`src/rtl/srs_pkg.sv`:
```
// ============================================================================
// srs_pkg
// Shared types and codes for the shift register stack.
// ============================================================================
package srs_pkg;

    // Default number of stack slots
    localparam int unsigned DEPTH_DEFAULT = 4;

    // Operation codes carried in an input item (code 3 is a no-op)
    localparam logic [1:0] OP_PUSH = 2'd0;
    localparam logic [1:0] OP_POP  = 2'd1;
    localparam logic [1:0] OP_PEEK = 2'd2;

    typedef enum logic [1:0] {
        STAT_OK        = 2'd0,
        STAT_OVERFLOW  = 2'd1,
        STAT_UNDERFLOW = 2'd2
    } t_status;

    typedef struct packed {
        logic [1:0]         operation;
        logic signed [31:0] push_value;
    } t_in_item;

    typedef struct packed {
        logic signed [31:0] top_value;
        logic [1:0]         status;
        logic [2:0]         fill_count;
    } t_out_item;

    // Controller states: output register empty or holding a result
    typedef enum logic {
        CS_EMPTY = 1'b0,
        CS_HELD  = 1'b1
    } t_ctrl_state;

    // Commands from controller to datapath
    typedef struct packed {
        logic    capture;   // load the output register
        logic    push;      // shift down and write the pushed word
        logic    pop;       // shift up
        logic    read_top;  // report slot 0 as the result word
        t_status status;    // status code of the result
    } t_dp_cmd;

    // Status from datapath to controller
    typedef struct packed {
        logic empty;
        logic full;
    } t_dp_stat;

endpackage

```
`src/rtl/srs_ctrl.sv`:
```
// ============================================================================
// srs_ctrl
// Handshake controller: decodes the operation against the stack status and
// issues datapath commands; tracks whether a result is held.
// ============================================================================
module srs_ctrl (
    input  logic              i_clk,
    input  logic              i_rst_n,
    input  logic              i_in_valid,
    input  logic [1:0]        i_operation,
    input  logic              i_out_stall,
    input  srs_pkg::t_dp_stat i_dp_stat,
    output srs_pkg::t_dp_cmd  o_cmd,
    output logic              o_in_stall,
    output logic              o_out_valid
);

    srs_pkg::t_ctrl_state r_state;
    srs_pkg::t_ctrl_state n_state;
    logic                 accept;

    // Accept while the output register is free or being emptied this cycle
    assign o_in_stall  = (r_state == srs_pkg::CS_HELD) && i_out_stall;
    assign accept      = i_in_valid && !o_in_stall;
    assign o_out_valid = (r_state == srs_pkg::CS_HELD);

    // Next state
    always_comb begin
        n_state = r_state;
        case (r_state)
            srs_pkg::CS_EMPTY: begin
                if (accept) n_state = srs_pkg::CS_HELD;
            end
            srs_pkg::CS_HELD: begin
                if (!i_out_stall && !accept) n_state = srs_pkg::CS_EMPTY;
            end
            default: n_state = srs_pkg::CS_EMPTY;
        endcase
    end

    always_ff @(posedge i_clk) begin
        if (!i_rst_n) begin
            r_state <= srs_pkg::CS_EMPTY;
        end else begin
            r_state <= n_state;
        end
    end

    // Command decode
    always_comb begin
        o_cmd          = '0;
        o_cmd.capture  = accept;
        o_cmd.status   = srs_pkg::STAT_OK;
        case (i_operation)
            srs_pkg::OP_PUSH: begin
                if (i_dp_stat.full) begin
                    o_cmd.status = srs_pkg::STAT_OVERFLOW;
                end else begin
                    o_cmd.push = accept;
                end
            end
            srs_pkg::OP_POP: begin
                if (i_dp_stat.empty) begin
                    o_cmd.status = srs_pkg::STAT_UNDERFLOW;
                end else begin
                    o_cmd.pop      = accept;
                    o_cmd.read_top = 1'b1;
                end
            end
            srs_pkg::OP_PEEK: begin
                if (i_dp_stat.empty) begin
                    o_cmd.status = srs_pkg::STAT_UNDERFLOW;
                end else begin
                    o_cmd.read_top = 1'b1;
                end
            end
            default: begin
                // unused code: no-op
            end
        endcase
    end

endmodule

```
`src/rtl/srs_datapath.sv`:
```
// ============================================================================
// srs_datapath
// Stack slots as a shift register, fill count and output register.
// ============================================================================
module srs_datapath #(
    parameter int unsigned DEPTH = srs_pkg::DEPTH_DEFAULT
) (
    input  logic               i_clk,
    input  logic               i_rst_n,
    input  srs_pkg::t_dp_cmd   i_cmd,
    input  logic signed [31:0] i_push_value,
    output srs_pkg::t_dp_stat  o_dp_stat,
    output srs_pkg::t_out_item o_out_item
);

    localparam int unsigned CW = $clog2(DEPTH + 1);

    logic signed [31:0] r_entries [DEPTH];
    logic signed [31:0] n_entries [DEPTH];
    logic [CW-1:0]      r_count;
    logic [CW-1:0]      n_count;
    srs_pkg::t_out_item r_out;

    assign o_dp_stat.empty = (r_count == '0);
    assign o_dp_stat.full  = (r_count >= CW'(DEPTH));

    always_comb begin
        n_count = r_count;
        if (i_cmd.push) begin
            n_count = r_count + CW'(1);
        end else if (i_cmd.pop) begin
            n_count = r_count - CW'(1);
        end
    end

    // One slot each: push takes from above, pop from below
    for (genvar g = 0; g < DEPTH; g++) begin : g_slot
        always_comb begin
            n_entries[g] = r_entries[g];
            if (i_cmd.push) begin
                if (g == 0) begin
                    n_entries[g] = i_push_value;
                end else begin
                    n_entries[g] = r_entries[(g == 0) ? 0 : g - 1];
                end
            end else if (i_cmd.pop) begin
                if (g == DEPTH - 1) begin
                    n_entries[g] = '0;
                end else begin
                    n_entries[g] = r_entries[(g == DEPTH - 1) ? g : g + 1];
                end
            end
        end

        always_ff @(posedge i_clk) begin
            r_entries[g] <= n_entries[g];
        end
    end

    always_ff @(posedge i_clk) begin
        if (!i_rst_n) begin
            r_count <= '0;
        end else begin
            r_count <= n_count;
        end
    end

    always_ff @(posedge i_clk) begin
        if (i_cmd.capture) begin
            r_out.top_value  <= i_cmd.read_top ? r_entries[0] : 32'sd0;
            r_out.status     <= i_cmd.status;
            r_out.fill_count <= 3'(n_count);
        end
    end

    assign o_out_item = r_out;

endmodule

```
`src/rtl/shift_register_stack.sv`:
```
// ============================================================================
// Shift register stack
// Bounded LIFO stack whose top always sits in slot 0, with push, pop and peek.
// ============================================================================
// An accepted item's result sits in the output register in the cycle after it is taken.
// Throughput: one item per cycle unless the sink stalls; every slot shifts in parallel.
// The next item is taken while a result waits, as long as the sink is not stalling.
// Reset (synchronous, active low) empties the stack and the output register.
// Stack slots are not cleared; only slots below the fill count are ever read.
module shift_register_stack #(
    parameter int unsigned DEPTH = srs_pkg::DEPTH_DEFAULT
) (
    input  logic               i_clk,
    input  logic               i_rst_n,
    input  logic               i_in_valid,
    output logic               o_in_stall,
    input  srs_pkg::t_in_item  i_in_item,
    output logic               o_out_valid,
    input  logic               i_out_stall,
    output srs_pkg::t_out_item o_out_item
);

    // Command and status between controller and datapath
    srs_pkg::t_dp_cmd  s_cmd;
    srs_pkg::t_dp_stat s_dp_stat;

    // Controller: decode the operation, hold the handshake state
    srs_ctrl u_ctrl (
        .i_clk       (i_clk),
        .i_rst_n     (i_rst_n),
        .i_in_valid  (i_in_valid),
        .i_operation (i_in_item.operation),
        .i_out_stall (i_out_stall),
        .i_dp_stat   (s_dp_stat),
        .o_cmd       (s_cmd),
        .o_in_stall  (o_in_stall),
        .o_out_valid (o_out_valid)
    );

    // Datapath: shift the slots, advance the count, register the result
    srs_datapath #(
        .DEPTH (DEPTH)
    ) u_datapath (
        .i_clk        (i_clk),
        .i_rst_n      (i_rst_n),
        .i_cmd        (s_cmd),
        .i_push_value (i_in_item.push_value),
        .o_dp_stat    (s_dp_stat),
        .o_out_item   (o_out_item)
    );

`ifndef SYNTHESIS
    // An accepted item always leaves a result behind it
    a_result_follows: assert property (@(posedge i_clk) disable iff (!i_rst_n)
        (i_in_valid && !o_in_stall) |=> o_out_valid)
        else $error("accepted item produced no result");

    // A push onto a stack that is not full reports success
    a_push_ok: assert property (@(posedge i_clk) disable iff (!i_rst_n)
        (i_in_valid && !o_in_stall && i_in_item.operation == srs_pkg::OP_PUSH
         && !s_dp_stat.full)
        |=> (o_out_item.status == srs_pkg::STAT_OK))
        else $error("push on non-full stack did not report ok");

    // Error results carry a zero word
    a_error_zero: assert property (@(posedge i_clk) disable iff (!i_rst_n)
        (o_out_valid && o_out_item.status != srs_pkg::STAT_OK)
        |-> (o_out_item.top_value == 32'sd0))
        else $error("error result carries a non-zero word");

    // Full and empty are never reported together
    a_full_empty: assert property (@(posedge i_clk) disable iff (!i_rst_n)
        !(s_dp_stat.full && s_dp_stat.empty))
        else $error("stack both full and empty");
`endif

endmodule
```
`config.mk`:
```
export PLATFORM = sky130hd
export DESIGN_NAME = shift_register_stack
export DESIGN_NICKNAME = d
export VERILOG_FILES = /design/src/rtl/srs_pkg.sv /design/src/rtl/srs_ctrl.sv /design/src/rtl/srs_datapath.sv /design/src/rtl/shift_register_stack.sv
export SDC_FILE = /design/constraint.sdc
export NUM_CORES = 1
export LEC_CHECK = 0
export CORE_UTILIZATION = 25
export DETAILED_ROUTE_END_ITERATION = 7
export DONT_BUFFER_PORTS = 1
export GPL_ROUTABILITY_DRIVEN = 0
export SLEW_MARGIN = 20
export SYNTH_ARGS = -nofsm -noshare
export SYNTH_HDL_FRONTEND = slang
export SYNTH_HIERARCHICAL = 1
export SYNTH_SLANG_ARGS = --single-unit
```
`constraint.sdc`:
```
create_clock -name i_clk -period 2.8 [get_ports i_clk]
set_input_delay 0.28 -clock i_clk [delete_from_list [all_inputs] [get_ports i_clk]]
set_output_delay 0.28 -clock i_clk [all_outputs]
set_load 0.02 [all_outputs]
```
-- Word level (Yosys, flattened, before mapping)
Memory sizes are Yosys's and may differ from the RTL's.
Cells that the tools add are included.
- reduce and logical (&&, ||, !) cells: 9
- equal/unequal tests: 2
- mux-type cells: 22
- add/subtract/negate cells: 2
- magnitude comparators: 1
- bitwise operators: 1
- operators by type and width (kind ; count):
    two-way mux 32 bit ; 8
    two-way mux 1 bit ; 7
    two-way mux 3 bit ; 2
    two-way mux 2 bit ; 2
    one-hot mux 1 bit (2 select lines) ; 2
    one-hot mux 2 bit (2 select lines) ; 1
    adder 3 x 1 -> 3 bit, second input constant ; 1
    >= comparator 3 bit, second input constant ; 1
    logical AND 1 bit ; 3
    logical NOT 1 bit ; 3
    logical NOT 3 bit ; 1
    subtractor 3 x 1 -> 3 bit, second input constant ; 1
    equality test 2 x 1 -> 1 bit, second input constant ; 1
    equality test 2 bit, second input constant ; 1
    logical NOT 2 bit ; 1
    OR reduction 2 bit ; 1
    NOT 1 bit ; 1
- memories: 1
- word-level logic and storage cells: 43
- output and inout port bits: 39
- bits in writable memories: 128
- bits in registers: 41
- memory list (name ; words ; bits a word ; read ports ; clocked after Yosys merged registers in ; wr ports ; RTL line ; text):
    u_datapath.r_entries ; 4 ; 32 ; 4 ; 0 ; 4 ; srs_datapath.sv:18 ; logic signed [31:0] r_entries [DEPTH];

-- Logic depth before layout (Yosys ltp)
- depth in word-level cells: 7
- depth in mapped cells: 8
- depth with buffers taken out: 7

-- Hierarchy
The synthesis kept the hierarchy.
- modules (own cells, without submodules) (module ; area each (µm²) ; cells an instance ; times used):
    srs_datapath ; 7066.8 ; 367 ; 1
    srs_ctrl ; 168.9 ; 19 ; 1

-- Worst setup path after synthesis
No wires, ideal clock.
- path kind: reg-to-reg
- start point: register u_datapath/r_count[0] (netlist name)
- end point: memory u_datapath.r_entries[0][0] (enable)
- setup slack: 387 ps
- arrival time: 2011 ps
- buffers on the path: 0
- stages on the path, launching flop included: 6
- required time: 2399 ps
- cells stage by stage: dfxtp_1 > inv_1 > ha_1 > nor2b_1 > nor3b_2 > or2_4
- RTL lines (item ; RTL line):
    end, declared ; srs_datapath.sv:18

==> load_flow_metrics.sql <==
INSERT INTO impl_metrics (metric_group, metric, value, unit) VALUES
('status', 'status', 'finished clean', ''),
('clock_tree', 'cts-hold-fix-buffers', '2', ''),
('global_route', 'grt_antenna_before_repair', '0', ''),
('routing', 'routed_wirelength', '12.6', 'mm'),
('logic_synthesis', 'syn_nets', '431', ''),
('layout', 'insertedDiodeCount', '0', ''),
('routing', 'dr_drc_count', '0', ''),
('critical_path', 'worst_r2r_startpoint', 'u_datapath/r_count[0]$_SDFF_PN0_', ''),
('floorplan', 'core_region_area', '0.0282', 'sq mm'),
('clock_tree', 'clk_root_buffer_cell', 'clkbuf_16', ''),
('logic_synthesis', 'proportion_of_synthesized_chip_area_in_sequential_cells', '69.6', '%'),
('logic_synthesis', 'async_flop_share', '0', '%'),
('hold_path', 'worst_hold_path.num_cells', '1', ''),
('logic_synthesis', 'post_synth_edffs', '165', ''),
('hold_path', 'worst_hold_startpoint', 'i_in_item[23]', ''),
('routing', 'wl_per_cell', '16.1', 'um'),
('critical_path', 'criticalPathCategory', 'reg -> reg', ''),
('clock_tree', 'post_cts_setup_inserts', '0', ''),
('layout', 'design.final.nets', '440', ''),
('logic_synthesis', 'syn_inst', '386', ''),
('layout', 'fraction_of_final_layout_cells_sized_beyond_drive_strength_1', '35.3', '%'),
('routing', 'detailedRoute.firstPassIterationCount', '4', ''),
('hold_path', 'worst_hold_path_type', 'in -> reg', ''),
('clock_tree', 'post_cts_resized', '0', ''),
('pwr', 'ir_worst_vdd', '347', 'uV'),
('floorplan', 'fp.dieArea', '0.0296', 'sq mm'),
('job', 'cap_viol_max_count', '0', ''),
('global_route', 'global_route.overflow_total', '0', ''),
('routing', 'first_iter_violations', '181', ''),
('sta', 'finalSetupTns', '0', 'ns'),
('sta', 'fin_crit_sh', '76.4', '%'),
('floorplan', 'fp.dieW', '172', 'um'),
('sta', 'final-max-slew-violation-count', '0', ''),
('floorplan', 'initial_core_util', '25.7', '%'),
('sta', 'grt_setup_unrepaired', 'false', ''),
('logic_synthesis', 'synth_warnings', '6', ''),
('critical_path', 'worst-endpoint-required', '3.11', 'ns'),
('layout', 'fillerInstances', '2739', ''),
('clock_tree', 'cts_tree', 'yes', ''),
('pwr', 'leakage', '2.89', 'nW'),
('sta', 'finalClockSkew', '0.0101', 'ns'),
('placement', 'place.detailed.hpwl', '7.66', 'mm'),
('global_route', 'grt_pass1_wl', '19.8', 'mm'),
('sta', 'worst_pin_slew', '0.589', 'ns'),
('logic_synthesis', 'post_synth_num_cell_types', '27', ''),
('layout', 'finalNonFillerCells', '786', ''),
('clock_tree', 'clkTransAtPathRegs', '0.08', 'ns'),
('sta', 'timing.final.setup_violations', '0', ''),
('clock_tree', 'cts_num_sinks', '169', ''),
('clock_tree', 'cts-htree-levels', '4', ''),
('pwr', 'power_density', '698', 'mW/mm^2'),
('layout', 'areaGrowthSynthToFinish', '15.2', '%'),
('global_route', 'grt_usage', '9.03', '%'),
('sta', 'fmaxAchievable', '467', 'MHz'),
('routing', 'detailroute.via_count', '3115', ''),
('sta', 'report.final.hold_viol_count', '0', ''),
('critical_path', 'end_kind', 'flop', ''),
('logic_synthesis', 'synth_ff_type', 'edfxtp_1', ''),
('critical_path', 'worst_setup_sp_type', 'flop', ''),
('clock_tree', 'clk_latency', '0.42', 'ns'),
('sta', 'max_slew_margin', '60.7', '%'),
('clock_tree', 'clockBufferDepth', '2', ''),
('sta', 'finalWorstPathRequiredPeriod', '2.14', 'ns'),
('routing', 'drt.antenna.violating_nets', '0', ''),
('logic_synthesis', 'synth_area_per_cell', '18.7', 'sq um'),
('placement', 'place.port_buffers', '0', ''),
('floorplan', 'die_y', '172', 'um'),
('critical_path', 'r2r_setup_slack', '0.66', 'ns'),
('clock_tree', 'numCtsBuffers', '17', ''),
('logic_synthesis', 'postSynthRegisterBits', '169', ''),
('floorplan', 'number_of_top_level_pins', '77', ''),
('logic_synthesis', 'synthesized_cell_area', '0.00724', 'sq mm'),
('floorplan', 'core.rowCount', '61', ''),
('global_route', 'grt_max_degree', '89', ''),
('critical_path', 'timing.rr.end', 'u_datapath/r_count[0]$_SDFF_PN0_', ''),
('placement', 'dp_cells', '752', ''),
('hold_path', 'worst_hold_path.endpoint', 'u_datapath/r_entries[0][23]$_DFFE_PP_', ''),
('critical_path', 'cp_max_fo', '41', ''),
('critical_path', 'timing.reg2reg.worst_path_depth', '8', ''),
('critical_path', 'worst_ep_arrival_time', '2.45', 'ns'),
('routing', 'route.detailed.vias_per_inst', '3.96', ''),
('global_route', 'via_count_of_the_first_global_routing_pass', '3325', '');
## area by class of cell
| class | instances | area (sq um) | area share, % |
|---|---|---|---|
| multi-input combinational | 192 | 2030 | 24.4 |
| clock inverter | 14 | 201 | 2.42 |
| sequential | 169 | 5030 | 60.4 |
| tap | 378 | 473 | 5.68 |
| clock buffer | 18 | 429 | 5.15 |
| timing repair buffer | 10 | 143 | 1.71 |
| inverter | 5 | 18.8 | 0.225 |
## synthesized netlist by cell type (2+ instances only)
| cell | number | area [sq um] |
|---|---|---|
| and2_1 | 70 | 438 |
| dfxtp_1 | 4 | 80.1 |
| clkbuf_1 | 7 | 26.3 |
| mux2_2 | 28 | 315 |
| inv_1 | 5 | 18.8 |
| buf_2 | 2 | 10.0 |
| mux2_4 | 68 | 1020 |
| nand2_1 | 2 | 7.51 |
| nor3b_2 | 2 | 25.0 |
| nor2_1 | 3 | 11.3 |
| edfxtp_1 | 165 | 4950 |
| ha_1 | 7 | 87.6 |
| buf_6 | 9 | 101 |
## through the flow
| stage | instance area, sq um | setup WS (ns) | power, mW | utilization (%) | hold WS [ns] |
|---|---|---|---|---|---|
| floorplan | 7240 | 0.387 | 3.26 | - | 0.398 |
| global placement | 7680 | 0.681 | 3.32 | 27.3 | 0.400 |
| detailed placement | 7680 | 0.626 | 3.34 | 27.3 | 0.403 |
| CTS | 8330 | 0.620 | 5.93 | 29.6 | 0.0347 |
| global route | 8330 | 0.450 | 6.04 | 29.6 | 0.0390 |
| finish | 8330 | 0.660 | 5.81 | 29.6 | 0.0692 |
## power by group
| group | leakage [nW] | switching, mW | internal (mW) |
|---|---|---|---|
| Sequential | 1.59 | 0.0865 | 2.90 |
| Clock | 0.309 | 1.09 | 1.45 |
| Combinational | 0.990 | 0.140 | 0.147 |
## placed cells by master (no fill, tap or decap), drive strengths merged
| cell type | n |
|---|---|
| edfxtp | 165 |
| mux2 | 96 |
| and2 | 70 |
| clkbuf | 18 |
| inv | 13 |
| buf | 8 |
| ha | 7 |
| dfxtp | 4 |
| bufinv | 3 |
| nor2 | 3 |
| clkinv | 3 |
| nor3b | 3 |
| dlygate4sd3 | 2 |
| nand2 | 2 |
| a21bo | 1 |
| o21a | 1 |
| o31ai | 1 |
| or2 | 1 |
| xnor2 | 1 |
| nor2b | 1 |
| nand3b | 1 |
| a21oi | 1 |
| and3 | 1 |
| and4b | 1 |
| a211oi | 1 |
## flip-flops by register name (all words and copies together) (netlist names)
| register | cells |
|---|---|
| u_ctrl/o_out_valid | 1 |
| u_datapath/o_out_item | 37 |
| u_datapath/r_count | 3 |
| u_datapath/r_entries | 128 |
## worst max-delay path by stage
stage / start / endpoint / slack [ns]
global route: u_datapath/r_count[0]$_SDFF_PN0_ / u_datapath/r_count[0]$_SDFF_PN0_ / 0.45
global placement: u_ctrl/o_out_valid$_SDFF_PN0_ / u_datapath/r_count[0]$_SDFF_PN0_ / 0.68
floorplan: u_datapath/r_count[0]$_SDFF_PN0_ / u_datapath/r_entries[0][0]$_DFFE_PP_ / 0.39
detailed placement: u_datapath/r_count[0]$_SDFF_PN0_ / u_datapath/r_count[0]$_SDFF_PN0_ / 0.63
CTS: u_datapath/r_count[0]$_SDFF_PN0_ / u_datapath/r_count[0]$_SDFF_PN0_ / 0.62
finish: u_datapath/r_count[0]$_SDFF_PN0_ / u_datapath/r_count[0]$_SDFF_PN0_ / 0.66
## cells by family (layout without fill, tap and decap cells)
group           count (synthesis)  after routing  share of synthesized area [%]
flops                         169            169                           69.6
compound gates                  5              5                          0.744
fa+ha+maj                       7              7                           1.21
simple gates                   83             83                           7.30
xor+xnor                        1              1                          0.225
buf+inv                        25             47                           2.47
mux                            96             96                           18.5
## layer usage
layer	global-route usage, %	wire length [um]	vias to the layer above
met1	10.9	5670	1596
met4	3.46	171	0
met2	14.5	6100	51
met3	3.39	682	13
met5	0	0	-
li1	-	-	1455
## critical path, stage by stage (launching register included)
cell     delay, ns
dfxtp_1       0.34
inv_1         0.10
ha_1          0.20
nor2b_1       0.16
nor3b_2       0.29
or2_4         0.20
buf_4         0.45
xnor2_2       0.12
and2_1        0.17
No activity file was read; power rests on OpenSTA's default activity.
